<file path="src/sv/pqhd_pkg.sv">
// pqhd_pkg: shared types, mode codes and constellation point tables for the
// hard-decision demapper. No dependencies; used by pqhd_point_gen and psk_qam_hard_demapper.
`timescale 1ns / 1ps
`default_nettype none

package pqhd_pkg;

  typedef logic [2:0] mode_t;

  localparam mode_t MODE_BPSK     = 3'd0;
  localparam mode_t MODE_QPSK     = 3'd1;
  localparam mode_t MODE_8PSK     = 3'd2;
  localparam mode_t MODE_16QAM    = 3'd3;
  localparam mode_t MODE_32QAM    = 3'd4;
  localparam mode_t MODE_64QAM    = 3'd5;
  localparam mode_t MODE_256QAM   = 3'd6;
  localparam mode_t MODE_RESERVED = 3'd7;

  typedef logic [1:0] cfg_index_t;

  localparam cfg_index_t CFG_MODULATION_MODE     = 2'd0;
  localparam cfg_index_t CFG_DIFFERENTIAL_ENABLE = 2'd1;

  // unit amplitudes with 24 fraction bits
  localparam int UNIT_FRAC = 24;

  typedef logic [24:0] unit_t;

  localparam unit_t UNIT_ONE  = 25'd16777216;
  localparam unit_t UNIT_R2   = 25'd11863283;
  localparam unit_t UNIT_R10  = 25'd5305422;
  localparam unit_t UNIT_R20  = 25'd3751500;
  localparam unit_t UNIT_R42  = 25'd2588781;
  localparam unit_t UNIT_R170 = 25'd1286754;

  typedef struct packed {
    logic signed [4:0] level_i;
    logic signed [4:0] level_q;
    unit_t             unit;
  } point_level_t;

  // mode seven decodes as 256-qam
  function automatic mode_t effective_mode(mode_t mode);
    return (mode == MODE_RESERVED) ? MODE_256QAM : mode;
  endfunction

  function automatic logic [3:0] mode_bits(mode_t mode);
    logic [3:0] bits;
    case (mode)
      MODE_BPSK:  bits = 4'd1;
      MODE_QPSK:  bits = 4'd2;
      MODE_8PSK:  bits = 4'd3;
      MODE_16QAM: bits = 4'd4;
      MODE_32QAM: bits = 4'd5;
      MODE_64QAM: bits = 4'd6;
      default:    bits = 4'd8;
    endcase
    return bits;
  endfunction

  function automatic logic [7:0] mode_last_index(mode_t mode);
    logic [8:0] span;
    span = (9'd1 << mode_bits(mode)) - 9'd1;
    return span[7:0];
  endfunction

  // odd level 2*n - side_m1
  function automatic logic signed [4:0] grid_level(logic [3:0] n, logic [3:0] side_m1);
    logic [5:0] lvl;
    lvl = {1'b0, n, 1'b0} - {2'b00, side_m1};
    return signed'(lvl[4:0]);
  endfunction

  function automatic point_level_t point_level(mode_t mode, logic [7:0] idx);
    point_level_t      p;
    logic signed [4:0] edge_lvl;
    p.level_i = 5'sd0;
    p.level_q = 5'sd0;
    p.unit    = UNIT_ONE;
    edge_lvl  = idx[3] ? 5'sd5 : -5'sd5;
    case (mode)
      MODE_BPSK: begin
        p.level_i = idx[0] ? -5'sd1 : 5'sd1;
      end
      MODE_QPSK: begin
        p.level_i = (idx[1:0] == 2'd0 || idx[1:0] == 2'd3) ? 5'sd1 : -5'sd1;
        p.level_q = idx[1] ? -5'sd1 : 5'sd1;
        p.unit    = UNIT_R2;
      end
      MODE_8PSK: begin
        p.unit = idx[0] ? UNIT_R2 : UNIT_ONE;
        case (idx[2:0])
          3'd0:    begin p.level_i = 5'sd1;  p.level_q = 5'sd0;  end
          3'd1:    begin p.level_i = 5'sd1;  p.level_q = 5'sd1;  end
          3'd2:    begin p.level_i = 5'sd0;  p.level_q = 5'sd1;  end
          3'd3:    begin p.level_i = -5'sd1; p.level_q = 5'sd1;  end
          3'd4:    begin p.level_i = -5'sd1; p.level_q = 5'sd0;  end
          3'd5:    begin p.level_i = -5'sd1; p.level_q = -5'sd1; end
          3'd6:    begin p.level_i = 5'sd0;  p.level_q = -5'sd1; end
          default: begin p.level_i = 5'sd1;  p.level_q = -5'sd1; end
        endcase
      end
      MODE_16QAM: begin
        p.level_i = grid_level({2'b00, idx[1:0]}, 4'd3);
        p.level_q = grid_level({2'b00, idx[3:2]}, 4'd3);
        p.unit    = UNIT_R10;
      end
      MODE_32QAM: begin
        p.unit = UNIT_R20;
        if (idx[7:4] != 4'd0) begin
          // outer arms: left column, bottom row, right column, then top row
          if (!idx[2]) begin
            p.level_i = edge_lvl;
            p.level_q = grid_level({2'b00, idx[1:0]}, 4'd3);
          end else begin
            p.level_i = grid_level({2'b00, idx[1:0]}, 4'd3);
            p.level_q = edge_lvl;
          end
        end else begin
          p.level_i = grid_level({2'b00, idx[1:0]}, 4'd3);
          p.level_q = grid_level({2'b00, idx[3:2]}, 4'd3);
        end
      end
      MODE_64QAM: begin
        p.level_i = grid_level({1'b0, idx[2:0]}, 4'd7);
        p.level_q = grid_level({1'b0, idx[5:3]}, 4'd7);
        p.unit    = UNIT_R42;
      end
      default: begin
        p.level_i = grid_level(idx[3:0], 4'd15);
        p.level_q = grid_level(idx[7:4], 4'd15);
        p.unit    = UNIT_R170;
      end
    endcase
    return p;
  endfunction

endpackage

`default_nettype wire

</file>
<file path="src/sv/pqhd_point_gen.sv">
// pqhd_point_gen: constellation point generator, one point per cycle with
// registered coordinates. Depends on pqhd_pkg.
`timescale 1ns / 1ps
`default_nettype none

module pqhd_point_gen import pqhd_pkg::*; #(
  parameter int FRACTION_BITS = 12
) (
  input  wire logic                            clk_i,
  input  wire mode_t                           mode_i,
  input  wire logic [7:0]                      index_i,
  output logic signed [FRACTION_BITS+1:0]      point_i_o,
  output logic signed [FRACTION_BITS+1:0]      point_q_o
);

  localparam int COORD_W = FRACTION_BITS + 2;
  localparam int SHIFT   = UNIT_FRAC - FRACTION_BITS;
  localparam int MAG_W   = 29;
  localparam logic [MAG_W-1:0] HALF = MAG_W'(1) << (SHIFT - 1);

  point_level_t                lvl;
  logic         [3:0]          abs_i, abs_q;
  logic         [MAG_W-1:0]    prod_i, prod_q;
  logic         [MAG_W-1:0]    rnd_i, rnd_q;
  logic signed  [COORD_W-1:0]  mag_i, mag_q;
  logic signed  [COORD_W-1:0]  point_i_d, point_q_d;

  always_comb begin
    lvl    = point_level(mode_i, index_i);
    abs_i  = lvl.level_i[4] ? 4'(-lvl.level_i) : 4'(lvl.level_i);
    abs_q  = lvl.level_q[4] ? 4'(-lvl.level_q) : 4'(lvl.level_q);
    prod_i = MAG_W'(abs_i) * MAG_W'(lvl.unit);
    prod_q = MAG_W'(abs_q) * MAG_W'(lvl.unit);
    // round half up on the magnitude, sign applied afterwards
    rnd_i  = (prod_i + HALF) >> SHIFT;
    rnd_q  = (prod_q + HALF) >> SHIFT;
    mag_i  = signed'(rnd_i[COORD_W-1:0]);
    mag_q  = signed'(rnd_q[COORD_W-1:0]);
    point_i_d = lvl.level_i[4] ? -mag_i : mag_i;
    point_q_d = lvl.level_q[4] ? -mag_q : mag_q;
  end

  always_ff @(posedge clk_i) begin
    point_i_o <= point_i_d;
    point_q_o <= point_q_d;
  end

endmodule

`default_nettype wire

</file>
<file path="src/sv/pqhd_mac.sv">
// pqhd_mac: shared dual multiplier with registered products and an add or
// subtract on the output. No package dependency.
`timescale 1ns / 1ps
`default_nettype none

module pqhd_mac #(
  parameter int OPERAND_WIDTH = 17
) (
  input  wire logic                              clk_i,
  input  wire logic signed [OPERAND_WIDTH-1:0]   a_i,
  input  wire logic signed [OPERAND_WIDTH-1:0]   b_i,
  input  wire logic signed [OPERAND_WIDTH-1:0]   c_i,
  input  wire logic signed [OPERAND_WIDTH-1:0]   d_i,
  input  wire logic                              sub_i,
  output logic signed [2*OPERAND_WIDTH:0]        sum_o
);

  localparam int PROD_W = 2 * OPERAND_WIDTH;

  logic signed [PROD_W-1:0] p0_q, p1_q;
  logic                     sub_q;

  always_ff @(posedge clk_i) begin
    p0_q  <= a_i * b_i;
    p1_q  <= c_i * d_i;
    sub_q <= sub_i;
  end

  always_comb begin
    if (sub_q) begin
      sum_o = (PROD_W + 1)'(p0_q) - (PROD_W + 1)'(p1_q);
    end else begin
      sum_o = (PROD_W + 1)'(p0_q) + (PROD_W + 1)'(p1_q);
    end
  end

endmodule

`default_nettype wire

</file>
<file path="src/sv/psk_qam_hard_demapper.sv">
// psk_qam_hard_demapper: top level of the hard-decision psk/qam demapper
// with optional differential detection. Depends on pqhd_pkg, pqhd_point_gen, pqhd_mac.
//
//   channel  direction  handshake                 payload
//   -------  ---------  ------------------------  ------------------------------------
//   in       sink       in_valid_i / in_stall_o   sample_i_i, sample_q_i, block_start_i
//   out      source     out_valid_o / out_stall_i symbol_bits_o, bit_count_o
//   cfg      sink       cfg_valid_i / cfg_ready_o cfg_index_i, cfg_data_i
//
// after its transfer a sample is searched against all N points and the best
// index goes to the result register, N being 2 to 256; differential mode first
// forms the conjugate product, which runs through the same multiplier pair
// the rate is set by the one distance unit: one point per cycle
// reset is asynchronous and clears mode, differential flag and history
// a result waiting under out_stall_i does not block the next sample; only a
// finished search with the result register still full waits for it
`timescale 1ns / 1ps
`default_nettype none

module psk_qam_hard_demapper import pqhd_pkg::*; #(
  parameter int SAMPLE_WIDTH  = 16,
  parameter int FRACTION_BITS = 12,
  parameter int MAX_POINTS    = 256
) (
  input  wire logic                            clk_i,
  input  wire logic                            rst_ni,
  // sample channel
  input  wire logic                            in_valid_i,
  output logic                                 in_stall_o,
  input  wire logic signed [SAMPLE_WIDTH-1:0]  sample_i_i,
  input  wire logic signed [SAMPLE_WIDTH-1:0]  sample_q_i,
  input  wire logic                            block_start_i,
  // result channel
  output logic                                 out_valid_o,
  input  wire logic                            out_stall_i,
  output logic [7:0]                           symbol_bits_o,
  output logic [3:0]                           bit_count_o,
  // register write channel
  input  wire logic                            cfg_valid_i,
  output logic                                 cfg_ready_o,
  input  wire cfg_index_t                      cfg_index_i,
  input  wire logic [2:0]                      cfg_data_i
);

  // widths: coordinates carry two integer bits, the multiplier operand
  // covers both a sample and a sample-minus-point difference
  localparam int COORD_W = FRACTION_BITS + 2;
  localparam int OPW     = ((SAMPLE_WIDTH > COORD_W) ? SAMPLE_WIDTH : COORD_W) + 1;
  localparam int ACC_W   = 2 * OPW + 1;
  localparam int RND_W   = ACC_W + 1;

  localparam logic [7:0]               LAST_LIMIT = 8'(MAX_POINTS - 1);
  localparam logic signed [RND_W-1:0]  RND_HALF   = RND_W'(1) << (FRACTION_BITS - 1);
  localparam logic signed [RND_W-1:0]  SAT_HI     = RND_W'((1 << (SAMPLE_WIDTH - 1)) - 1);
  localparam logic signed [RND_W-1:0]  SAT_LO     = ~SAT_HI;

  // sequencer states
  localparam logic [2:0] ST_IDLE   = 3'd0;
  localparam logic [2:0] ST_DIFF_X = 3'd1;
  localparam logic [2:0] ST_DIFF_Y = 3'd2;
  localparam logic [2:0] ST_DIFF_W = 3'd3;
  localparam logic [2:0] ST_SEARCH = 3'd4;
  localparam logic [2:0] ST_HOLD   = 3'd5;

  logic [2:0] state_q, state_d;

  // configuration
  mode_t mode_q, mode_d;
  logic  diff_en_q, diff_en_d;
  mode_t eff_mode;

  // sample history and working values
  logic signed [SAMPLE_WIDTH-1:0] prev_re_q, prev_re_d, prev_im_q, prev_im_d;
  logic signed [SAMPLE_WIDTH-1:0] cur_re_q, cur_re_d, cur_im_q, cur_im_d;
  logic signed [SAMPLE_WIDTH-1:0] dec_re_q, dec_re_d, dec_im_q, dec_im_d;
  logic                           have_prev_q, have_prev_d;

  // search pipeline: issue -> point register -> product register -> compare
  logic [7:0]       issue_idx_q, issue_idx_d;
  logic             issuing_q, issuing_d;
  logic             v1_q, v1_d, v2_q, v2_d;
  logic [7:0]       idx1_q, idx1_d, idx2_q, idx2_d;
  logic [7:0]       best_idx_q, best_idx_d;
  logic [ACC_W-1:0] best_d_q, best_d_d;
  logic [7:0]       last_idx;

  // result register
  logic       out_valid_q, out_valid_d;
  logic [7:0] out_bits_q, out_bits_d;
  logic [3:0] out_count_q, out_count_d;

  // shared arithmetic
  logic signed [COORD_W-1:0] point_re, point_im;
  logic signed [OPW-1:0]     diff_re, diff_im;
  logic signed [OPW-1:0]     mac_a, mac_b, mac_c, mac_d;
  logic                      mac_sub;
  logic signed [ACC_W-1:0]   mac_sum;
  logic signed [RND_W-1:0]   rnd_full, rnd_shift;
  logic signed [SAMPLE_WIDTH-1:0] rnd_sat;
  logic                      in_accept, out_free;

  assign eff_mode = effective_mode(mode_q);
  assign last_idx = (mode_last_index(eff_mode) > LAST_LIMIT) ? LAST_LIMIT
                                                             : mode_last_index(eff_mode);

  assign in_stall_o    = (state_q != ST_IDLE);
  assign cfg_ready_o   = 1'b1;
  assign out_valid_o   = out_valid_q;
  assign symbol_bits_o = out_bits_q;
  assign bit_count_o   = out_count_q;

  assign in_accept = in_valid_i && (state_q == ST_IDLE);
  assign out_free  = !out_valid_q || !out_stall_i;

  pqhd_point_gen #(
    .FRACTION_BITS (FRACTION_BITS)
  ) u_point_gen (
    .clk_i     (clk_i),
    .mode_i    (eff_mode),
    .index_i   (issue_idx_q),
    .point_i_o (point_re),
    .point_q_o (point_im)
  );

  // differences against the point registered in the previous cycle
  assign diff_re = OPW'(dec_re_q) - OPW'(point_re);
  assign diff_im = OPW'(dec_im_q) - OPW'(point_im);

  // operand selection: conjugate product terms, else squared distance
  always_comb begin
    case (state_q)
      ST_DIFF_X: begin
        mac_a   = OPW'(cur_re_q);
        mac_b   = OPW'(prev_re_q);
        mac_c   = OPW'(cur_im_q);
        mac_d   = OPW'(prev_im_q);
        mac_sub = 1'b0;
      end
      ST_DIFF_Y: begin
        mac_a   = OPW'(cur_im_q);
        mac_b   = OPW'(prev_re_q);
        mac_c   = OPW'(cur_re_q);
        mac_d   = OPW'(prev_im_q);
        mac_sub = 1'b1;
      end
      default: begin
        mac_a   = diff_re;
        mac_b   = diff_re;
        mac_c   = diff_im;
        mac_d   = diff_im;
        mac_sub = 1'b0;
      end
    endcase
  end

  pqhd_mac #(
    .OPERAND_WIDTH (OPW)
  ) u_mac (
    .clk_i (clk_i),
    .a_i   (mac_a),
    .b_i   (mac_b),
    .c_i   (mac_c),
    .d_i   (mac_d),
    .sub_i (mac_sub),
    .sum_o (mac_sum)
  );

  // round half up to the sample format, then saturate
  always_comb begin
    rnd_full  = RND_W'(mac_sum) + RND_HALF;
    rnd_shift = rnd_full >>> FRACTION_BITS;
    if (rnd_shift > SAT_HI) begin
      rnd_sat = SAT_HI[SAMPLE_WIDTH-1:0];
    end else if (rnd_shift < SAT_LO) begin
      rnd_sat = SAT_LO[SAMPLE_WIDTH-1:0];
    end else begin
      rnd_sat = rnd_shift[SAMPLE_WIDTH-1:0];
    end
  end

  // sequencer
  always_comb begin
    state_d     = state_q;
    mode_d      = mode_q;
    diff_en_d   = diff_en_q;
    prev_re_d   = prev_re_q;
    prev_im_d   = prev_im_q;
    cur_re_d    = cur_re_q;
    cur_im_d    = cur_im_q;
    dec_re_d    = dec_re_q;
    dec_im_d    = dec_im_q;
    have_prev_d = have_prev_q;
    issue_idx_d = issue_idx_q;
    issuing_d   = issuing_q;
    v1_d        = 1'b0;
    v2_d        = v1_q;
    idx1_d      = issue_idx_q;
    idx2_d      = idx1_q;
    best_idx_d  = best_idx_q;
    best_d_d    = best_d_q;
    out_valid_d = out_valid_q;
    out_bits_d  = out_bits_q;
    out_count_d = out_count_q;

    if (cfg_valid_i) begin
      case (cfg_index_i)
        CFG_MODULATION_MODE:     mode_d    = cfg_data_i;
        CFG_DIFFERENTIAL_ENABLE: diff_en_d = cfg_data_i[0];
        default: ;
      endcase
    end

    // result taken downstream
    if (out_valid_q && !out_stall_i) begin
      out_valid_d = 1'b0;
    end

    case (state_q)
      ST_IDLE: begin
        if (in_accept) begin
          have_prev_d = 1'b1;
          if (diff_en_q && (block_start_i || !have_prev_q)) begin
            // reference sample only
            prev_re_d = sample_i_i;
            prev_im_d = sample_q_i;
          end else if (diff_en_q) begin
            cur_re_d = sample_i_i;
            cur_im_d = sample_q_i;
            state_d  = ST_DIFF_X;
          end else begin
            prev_re_d   = sample_i_i;
            prev_im_d   = sample_q_i;
            dec_re_d    = sample_i_i;
            dec_im_d    = sample_q_i;
            issue_idx_d = 8'd0;
            issuing_d   = 1'b1;
            state_d     = ST_SEARCH;
          end
        end
      end
      ST_DIFF_X: begin
        state_d = ST_DIFF_Y;
      end
      ST_DIFF_Y: begin
        // real part of sample times conjugate of previous
        dec_re_d  = rnd_sat;
        prev_re_d = cur_re_q;
        prev_im_d = cur_im_q;
        state_d   = ST_DIFF_W;
      end
      ST_DIFF_W: begin
        dec_im_d    = rnd_sat;
        issue_idx_d = 8'd0;
        issuing_d   = 1'b1;
        state_d     = ST_SEARCH;
      end
      ST_SEARCH: begin
        if (issuing_q) begin
          v1_d = 1'b1;
          if (issue_idx_q == last_idx) begin
            issuing_d = 1'b0;
          end else begin
            issue_idx_d = issue_idx_q + 8'd1;
          end
        end
        if (v2_q) begin
          // strict compare keeps the lower index on a tie
          if (idx2_q == 8'd0 || $unsigned(mac_sum) < best_d_q) begin
            best_idx_d = idx2_q;
            best_d_d   = $unsigned(mac_sum);
          end
          if (idx2_q == last_idx) begin
            state_d = ST_HOLD;
          end
        end
      end
      ST_HOLD: begin
        if (out_free) begin
          out_valid_d = 1'b1;
          out_bits_d  = best_idx_q;
          out_count_d = mode_bits(eff_mode);
          state_d     = ST_IDLE;
        end
      end
      default: begin
        state_d = ST_IDLE;
      end
    endcase
  end

  // control state
  always_ff @(posedge clk_i or negedge rst_ni) begin
    if (!rst_ni) begin
      state_q     <= ST_IDLE;
      mode_q      <= MODE_BPSK;
      diff_en_q   <= 1'b0;
      have_prev_q <= 1'b0;
      issuing_q   <= 1'b0;
      v1_q        <= 1'b0;
      v2_q        <= 1'b0;
      out_valid_q <= 1'b0;
    end else begin
      state_q     <= state_d;
      mode_q      <= mode_d;
      diff_en_q   <= diff_en_d;
      have_prev_q <= have_prev_d;
      issuing_q   <= issuing_d;
      v1_q        <= v1_d;
      v2_q        <= v2_d;
      out_valid_q <= out_valid_d;
    end
  end

  // payload
  always_ff @(posedge clk_i) begin
    prev_re_q   <= prev_re_d;
    prev_im_q   <= prev_im_d;
    cur_re_q    <= cur_re_d;
    cur_im_q    <= cur_im_d;
    dec_re_q    <= dec_re_d;
    dec_im_q    <= dec_im_d;
    issue_idx_q <= issue_idx_d;
    idx1_q      <= idx1_d;
    idx2_q      <= idx2_d;
    best_idx_q  <= best_idx_d;
    best_d_q    <= best_d_d;
    out_bits_q  <= out_bits_d;
    out_count_q <= out_count_d;
  end

  // compare stage only ever runs inside a search
  a_compare_in_search : assert property (@(posedge clk_i) disable iff (!rst_ni)
    v2_q |-> (state_q == ST_SEARCH))
    else $error("compare stage active outside search");

  // a new result only comes from the hold state
  a_result_from_hold : assert property (@(posedge clk_i) disable iff (!rst_ni)
    $rose(out_valid_q) |-> $past(state_q == ST_HOLD))
    else $error("result raised without a finished search");

  // decided index stays within the searched range
  a_best_in_range : assert property (@(posedge clk_i) disable iff (!rst_ni)
    (state_q == ST_HOLD) |-> (best_idx_q <= last_idx))
    else $error("decided index beyond the last searched point");

  // issue counter never runs past the last point
  a_issue_in_range : assert property (@(posedge clk_i) disable iff (!rst_ni)
    issuing_q |-> (issue_idx_q <= last_idx))
    else $error("point index issued beyond the last point");

endmodule

`default_nettype wire
</file>
<file path="config.mk">
export PLATFORM = sky130hd
export DESIGN_NAME = psk_qam_hard_demapper
export DESIGN_NICKNAME = d
export VERILOG_FILES = /design/src/sv/pqhd_pkg.sv /design/src/sv/pqhd_point_gen.sv /design/src/sv/pqhd_mac.sv /design/src/sv/psk_qam_hard_demapper.sv
export SDC_FILE = /design/constraint.sdc
export NUM_CORES = 2
export LEC_CHECK = 0
export ABC_CLOCK_PERIOD_IN_PS = 19250
export BUFFER_PORTS_ARGS = -buffer_cell sky130_fd_sc_hd__buf_2
export CORE_MARGIN = 2
export CORE_UTILIZATION = 50
export CTS_BUF_LIST = sky130_fd_sc_hd__clkbuf_2
export CTS_CLUSTER_SIZE = 10
export DETAILED_ROUTE_END_ITERATION = 10
export GPL_ROUTABILITY_DRIVEN = 0
export PLACE_DENSITY = 0.73
export SLEW_MARGIN = 20
export SYNTH_ARGS = -nofsm -noshare
export SYNTH_HDL_FRONTEND = slang
export SYNTH_HIERARCHICAL = 1
export SYNTH_SLANG_ARGS = --single-unit
</file>
<file path="constraint.sdc">
create_clock -name clk_i -period 19.25 [get_ports clk_i]
set_input_delay 3.85 -clock clk_i [delete_from_list [all_inputs] [get_ports clk_i]]
set_output_delay 3.85 -clock clk_i [all_outputs]
set_load 0.02 [all_outputs]
</file>
* Word level (Yosys, flattened, before mapping)
Cells that the tools add are included.
Word-level totals: bits of input ports 43, register bits 284
Operators by class: reductions and logical operators 34, bitwise operators 1, equal/unequal tests 30, order comparisons 4, add/subtract/negate cells 19, shifts and indexed selects 1, multiply operators 4, mux-type cells 63
Operator list (count):
- 16-bit 2-to-1 mux | 12
- 30-bit case mux with 6 select lines | 1
- 16-bit case mux with 2 select lines | 4
- 10-bit case mux with 7 select lines | 1
- 17-bit by 17-bit multiplier with 34-bit output | 2
- 17-bit case mux with 2 select lines | 2
- 26-bit by 12-bit adder with 26-bit output, second input constant | 2
- 4-bit by 25-bit multiplier with 26-bit output | 2
- 8-bit 2-to-1 mux | 6
- 35-bit by 13-bit adder with 36-bit output, second input constant | 1
- 34-bit by 34-bit adder with 35-bit output | 1
- 35-bit less-than comparator | 1
- 35-bit 2-to-1 mux | 1
- 34-bit by 34-bit subtractor with 35-bit output | 1
- 17-bit 2-to-1 mux | 2
- 16-bit by 14-bit subtractor with 17-bit output | 2
- 5-bit case mux with 6 select lines | 1
- 14-bit 2-to-1 mux | 2
- 14-bit negator | 2
- 25-bit 2-to-1 mux | 1
- 3-bit equality test, second input constant | 8
- 24-bit by 16-bit > comparator with 1-bit output, second input constant | 1
- 24-bit by 16-bit less-than comparator with 1-bit output, second input constant | 1
- 4-bit case mux with 6 select lines | 1
- 39 further kinds | 98

* Longest topological paths before layout
depth after elaboration 12, depth in mapped cells 36, mapped depth without buffers 35

* By module
Netlist, hierarchy kept.
By module, submodules not included:
- pqhd_mac | instances 1, cells each 2866, sequential area each 1381.3 sq um, area an instance 25749.7 sq um
- psk_qam_hard_demapper | instances 1, cells each 1077, sequential area each 5395.2 sq um, area an instance 10820.4 sq um
- pqhd_point_gen | instances 1, cells each 925, sequential area each 560.5 sq um, area an instance 7719.9 sq um

* Worst setup path before layout
OpenSTA, ideal clock, no wires.
kind flip-flop to flip-flop, from reg dec_im_q[0], to reg u_mac.p1_q[30], data arrival time 8.049 ns, setup time 0.072 ns, stages on the path, launching flop included 36, setup slack 11.129 ns, clock period less this slack 8.121 ns, cells stage by stage edfxtp_1 > inv_1 > ha_1 > fa_1 > nor2b_1 > o21ai_0 > a21boi_0 > o21ai_0 > o21ai_0 > xor2_1 > nand2_1 > nand2_1 > clkbuf_1 > clkbuf_1 > nand2_1 > fa_1 > inv_1 > fa_1 > inv_1 > fa_1 > inv_1 > fa_1 > fa_1 > inv_1 > fa_1 > inv_1 > ha_1 > and4_1 > and3_1 > o211ai_1 > o211ai_1 > a221oi_2 > o211ai_1 > a41oi_1 > nor2b_1 > xnor2_1
Between the ends: word-level cells in the longest chain between the ends 3, elaborated cells between the ends (all ways) 4, those cells by class add/sub (1); mul (1); mux (2)
Ends and longest elaborated chain:
- start: declaration | RTL line psk_qam_hard_demapper.sv:75 | logic signed [SAMPLE_WIDTH-1:0] dec_re_q, dec_re_d, dec_im_q, dec_im_d;
- start signal: assignment | RTL line psk_qam_hard_demapper.sv:321 | dec_im_q <= dec_im_d;
- 16-bit by 14-bit subtractor with 17-bit output | RTL line psk_qam_hard_demapper.sv:127 | assign diff_im = OPW'(dec_im_q) - OPW'(point_im);
- 17-bit 2-to-1 mux | RTL line psk_qam_hard_demapper.sv:131 | case (state_q)
- net mac_d[10] | RTL line psk_qam_hard_demapper.sv:95 | logic signed [OPW-1:0] mac_a, mac_b, mac_c, mac_d;
- 17-bit by 17-bit multiplier with 34-bit output | RTL line pqhd_mac.sv:25 | p1_q <= c_i * d_i;
- end signal: assignment | RTL line pqhd_mac.sv:25
- end: declaration | RTL line pqhd_mac.sv:20 | logic signed [PROD_W-1:0] p0_q, p1_q;
The timed path passes the listed nets, and every way through them passes these cells. A chain may end at the register's enable or synchronous reset.

* Final worst setup path
from reg state_q[1], to reg u_mac.p1_q[33]
Between the ends: elaborated cells between the ends (all ways) 6, those cells by class mul (1); eq/ne (2); mux (2); reduce/logical (1)
RTL lines:
- start: declaration | RTL line psk_qam_hard_demapper.sv:65 | logic [2:0] state_q, state_d;
- start signal: assignment | RTL line psk_qam_hard_demapper.sv:303 | state_q <= state_d;
- 3-bit by 2-bit equality test with 1-bit output or 3-bit by 1-bit equality test with 1-bit output (tied branches) | RTL line psk_qam_hard_demapper.sv:131
- 17-bit case mux with 2 select lines * | RTL line psk_qam_hard_demapper.sv:131
- net mac_c[13] | RTL line psk_qam_hard_demapper.sv:95
- 17-bit by 17-bit multiplier with 34-bit output * | RTL line pqhd_mac.sv:25
Mark *: on every way through the listed nets, which the timed path passes. The rest lies on a longest branch.

==> impl_results.html <==
<table>
<tr><th>Metric</th><th>Value</th></tr>
<tr><th colspan="2">STA</th></tr>
<tr><td>Tightest slew margin relative to the limit</td><td>27.92%</td></tr>
<tr><td>Setup repair after global routing missed its margin</td><td>no</td></tr>
<tr><td>Minimum clock period after layout</td><td>9.471 ns</td></tr>
<tr><td>Final-layout setup total negative slack</td><td>0 ns</td></tr>
<tr><td>Number of failing setup endpoints in the final timing report</td><td>0</td></tr>
<tr><td>FMAX</td><td>105.6 MHz</td></tr>
<tr><td>Clock Skew</td><td>0.08407 ns</td></tr>
<tr><td>Final period util</td><td>49.20%</td></tr>
<tr><td>Actual transition at the worst max-transition pin</td><td>1.079 ns</td></tr>
<tr><td>Count of pins over their slew limit</td><td>0</td></tr>
<tr><td>Final hold viol count</td><td>0</td></tr>
<tr><th colspan="2">Logic synthesis</th></tr>
<tr><td>Cell taking the most area after synthesis</td><td>sky130_fd_sc_hd__fa_1</td></tr>
<tr><td>Number of register bits inferred by synthesis</td><td>284</td></tr>
<tr><td>Area share of the leading cell type in the synthesized netlist</td><td>30.60%</td></tr>
<tr><td>Number of synthesized flops with an enable pin</td><td>159</td></tr>
<tr><td>Synth Flop Type</td><td>sky130_fd_sc_hd__edfxtp_1</td></tr>
<tr><td>Cell types with the largest area share after synthesis</td><td>sky130_fd_sc_hd__fa_1 31%, sky130_fd_sc_hd__edfxtp_1 11%, sky130_fd_sc_hd__ha_1 11%</td></tr>
<tr><td>Cells after synthesis</td><td>4,868</td></tr>
<tr><td>Share of synthesized registers carrying an async set or reset</td><td>4.225%</td></tr>
<tr><td>Post-synth cell types</td><td>114</td></tr>
<tr><td>Cell area after technology mapping</td><td>44,290 um^2</td></tr>
<tr><td>Synthesized area per cell</td><td>9.098 um^2</td></tr>
<tr><td>Fraction of the yosys area taken by sequential cells</td><td>16.57%</td></tr>
<tr><td>Count of synthesis-stage warnings from yosys</td><td>6</td></tr>
<tr><th colspan="2">Layout</th></tr>
<tr><td>Area delta synth-&gt;final</td><td>5.252%</td></tr>
<tr><td>Final net count</td><td>6,003</td></tr>
<tr><td>Commonest non-fill, non-tap cell in the layout</td><td>sky130_fd_sc_hd__inv_1</td></tr>
<tr><td>Fraction of layout cells with a size suffix above 1</td><td>6.300%</td></tr>
<tr><td>Most frequent cells in the layout</td><td>906 x sky130_fd_sc_hd__inv_1, 677 x sky130_fd_sc_hd__fa_1, 518 x sky130_fd_sc_hd__nand2_1, 376 x sky130_fd_sc_hd__ha_1, 319 x sky130_fd_sc_hd__and2_1</td></tr>
<tr><th colspan="2">Global route</th></tr>
<tr><td>Number of global-route vias before repair</td><td>35,140</td></tr>
<tr><td>Total overflow reported by the global router</td><td>0</td></tr>
<tr><td>Total global-route track usage</td><td>25.82%</td></tr>
<tr><td>Initial antenna violation count</td><td>8</td></tr>
<tr><td>Global-route wire length before repair</td><td>186,800 um</td></tr>
<tr><td>Pin count of the biggest net entering global routing</td><td>64</td></tr>
<tr><th colspan="2">Clock tree</th></tr>
<tr><td>Clock-pin slew reported for the worst setup and hold paths after clock tree synthesis</td><td>0.13 ns</td></tr>
<tr><td>Clock tree from TritonCTS</td><td>done</td></tr>
<tr><td>Number of buffers on the longest clock path</td><td>3</td></tr>
<tr><td>Skew-Pair Late Insertion Delay</td><td>0.98 ns</td></tr>
<tr><td>Library cell used as clock root buffer</td><td>sky130_fd_sc_hd__clkbuf_2</td></tr>
<tr><td>Number of buffers created by CTS</td><td>73</td></tr>
<tr><td>Post_cts resized</td><td>0</td></tr>
<tr><td>Post-CTS Setup Bufs</td><td>0</td></tr>
<tr><td>Number of hold-repair buffers added at the cts stage</td><td>0</td></tr>
<tr><td>Clock sink total</td><td>284</td></tr>
<tr><td># H-tree levels</td><td>3</td></tr>
<tr><th colspan="2">Routing</th></tr>
<tr><td>Routed vias/inst</td><td>5.611</td></tr>
<tr><td>Iteration-0 DRC Markers</td><td>2,855</td></tr>
<tr><td>DRC errors left</td><td>0</td></tr>
<tr><td>DR vias</td><td>34,440</td></tr>
<tr><td>DR pass1 iterations</td><td>9</td></tr>
<tr><td>Average wire length per cell after detail routing</td><td>18.70 um</td></tr>
<tr><td>Total wire length after detailed routing</td><td>114,800 um</td></tr>
<tr><td>Post-route antenna net violation count</td><td>0</td></tr>
<tr><th colspan="2">Worst setup path</th></tr>
<tr><td>Worst setup slack for register-to-register paths</td><td>9.78 ns</td></tr>
<tr><td>Largest incremental delay on the critical path</td><td>0.62 ns</td></tr>
<tr><td>Arrival @ worst endpoint</td><td>10.35 ns</td></tr>
<tr><td>Capturing element type of the critical path</td><td>flip-flop</td></tr>
<tr><td>Critical path required time</td><td>20.12 ns</td></tr>
<tr><td>Crit Path Max Fanout</td><td>61</td></tr>
<tr><td>Slowest stage cell, crit path</td><td>sky130_fd_sc_hd__nand3b_1</td></tr>
<tr><td>Startpoint-to-endpoint class of the critical path</td><td>flip-flop to flip-flop</td></tr>
<tr><td>Crit path top cell by count</td><td>sky130_fd_sc_hd__fa_1</td></tr>
<tr><td>Category of the worst setup path launch point</td><td>flip-flop</td></tr>
<tr><th colspan="2">Worst hold path</th></tr>
<tr><td>Worst hold-check path type</td><td>flip-flop to flip-flop</td></tr>
<tr><th colspan="2">Outcome</th></tr>
<tr><td>Status</td><td>finished clean</td></tr>
<tr><th colspan="2">Floorplanning</th></tr>
<tr><td>Horizontal die dimension</td><td>301.6 um</td></tr>
<tr><td>Top-level I/O count</td><td>58</td></tr>
<tr><td>Die extent in y</td><td>301.6 um</td></tr>
<tr><td>Count of standard-cell rows</td><td>109</td></tr>
<tr><td>Starting density of the core</td><td>50.27%</td></tr>
<tr><td>Placeable core region</td><td>88,100 um^2</td></tr>
<tr><td>Die footprint</td><td>90,980 um^2</td></tr>
<tr><th colspan="2">Placement</th></tr>
<tr><td>I/O Buffers</td><td>56</td></tr>
<tr><td>HPWL after DPL</td><td>91,470 um</td></tr>
<tr><th colspan="2">Flow run</th></tr>
<tr><td>Max-cap violations</td><td>0</td></tr>
</table>
[area by class of cell]
cell class	instances	area [um^2]
fill	8114	41490
multi-input combinational	3536	32980
sequential	284	7337
inverter	908	3408
tap	1165	1458
timing repair buffer	104	640.6
clock buffer	96	480.5
clock inverter	40	302.8
antenna	5	12.51
[cells by family (layout without fill, tap and decap cells)]
logic type      count (synthesis)  after routing  synth area share [%]
simple gates                 1479           1479                 16.74
buf+inv                      1071           1148                 9.275
fa+ha+maj                    1053           1053                 41.22
compound gates                736            736                 11.27
flops                         284            284                 16.57
xor+xnor                      224            224                 4.472
mux                            18             18                0.4294
other cells                     3             31               0.02542
[sequential cells by signal, indices dropped and copies added, names as in the netlist, 3 cells and up]
name and count:
best_d_q 35, u_mac/p0_q 34, u_mac/p1_q 34, cur_im_q 16, cur_re_q 16, dec_im_q 16, dec_re_q 16, prev_im_q 16
prev_re_q 16, u_point_gen/point_i_o 14, u_point_gen/point_q_o 14, best_idx_q 8, idx1_d 8, idx1_q 8, idx2_q 8, symbol_bits_o 8
bit_count_o 4, mode_q 3, state_q 3
[path summary, 6_finish.rpt]
check                                 from              to  cells after the start
worst max-delay path            state_q[1]  u_mac/p1_q[33]                     31
worst min-delay path             idx1_q[7]       idx2_q[7]                      0
worst max register to register  state_q[1]  u_mac/p1_q[33]                     31
worst min register to register   idx1_q[7]       idx2_q[7]                      0
max in group asynchronous           rst_ni       mode_q[1]                      1
min in group asynchronous           rst_ni       mode_q[0]                      1
[cells in the mapped netlist (9+ instances only)]
cell and instances:
sky130_fd_sc_hd__nor3b_1 12, sky130_fd_sc_hd__nor2_1 254, sky130_fd_sc_hd__xnor2_1 164, sky130_fd_sc_hd__dfxtp_1 113, sky130_fd_sc_hd__nand3b_1 11, sky130_fd_sc_hd__a21o_1 89
sky130_fd_sc_hd__dfrtp_1 12, sky130_fd_sc_hd__nor2b_1 28, sky130_fd_sc_hd__xor2_1 59, sky130_fd_sc_hd__and4_1 10, sky130_fd_sc_hd__o31a_1 9, sky130_fd_sc_hd__o21ai_0 131
sky130_fd_sc_hd__a221o_1 16, sky130_fd_sc_hd__inv_1 906, sky130_fd_sc_hd__o31ai_1 14, sky130_fd_sc_hd__or3_1 25, sky130_fd_sc_hd__and3_1 36, sky130_fd_sc_hd__ha_1 376
sky130_fd_sc_hd__o21a_1 36, sky130_fd_sc_hd__o22ai_1 13, sky130_fd_sc_hd__o21bai_1 20, sky130_fd_sc_hd__nand3_1 47, sky130_fd_sc_hd__a211oi_1 39, sky130_fd_sc_hd__nand4_1 26
sky130_fd_sc_hd__nand2b_1 46, sky130_fd_sc_hd__a21oi_1 203, sky130_fd_sc_hd__or2_2 17, sky130_fd_sc_hd__a211o_1 9, sky130_fd_sc_hd__edfxtp_1 159, sky130_fd_sc_hd__nor4_1 12
sky130_fd_sc_hd__clkbuf_1 138, sky130_fd_sc_hd__nand2_1 518, sky130_fd_sc_hd__fa_1 677, sky130_fd_sc_hd__nor3_1 69, sky130_fd_sc_hd__mux2i_1 10, sky130_fd_sc_hd__and2_1 319
sky130_fd_sc_hd__o211ai_1 22, sky130_fd_sc_hd__a31oi_1 23
[per-layer routing]
layer | global-route usage (%) | part of all wire, % | vias up
met2 | 41.64 | 46 | 1332
met3 | 4.063 | 7.5 | 223
met5 | 0 | 0.017 | -
met4 | 7.909 | 3.1 | 4
li1 | - | - | 15780
met1 | 35.87 | 43 | 17100
[critical path: cells and delay by family, from the launching register on]
family | cells | cell delay, ns
buffers and inverters | 8 | 1.49
DFF | 1 | 0.51
and+or+nand+nor | 6 | 1.67
adders and majority gates | 7 | 3.45
AOI/OAI and AO/OA | 9 | 2.12
xor gates and xnor gates | 1 | 0.11
[through the flow]
stage	worst slack (ns)	util, %	hold slack, ns	area (um^2)	std cells
2_1_floorplan	11.13	-	0.3096	44380	4891
3_3_place_gp	10.21	51.99	0.3113	45810	5997
3_5_place_dp	10.05	51.99	0.3121	45810	5997
4_1_cts	9.962	52.88	0.3306	46590	6133
5_1_grt	9.304	52.91	0.3310	46610	6137
6_report	9.779	52.91	0.3284	46620	6138
Power is not shown: default switching activity piles up to over one toggle a cycle in this logic, so the estimate is an artifact.
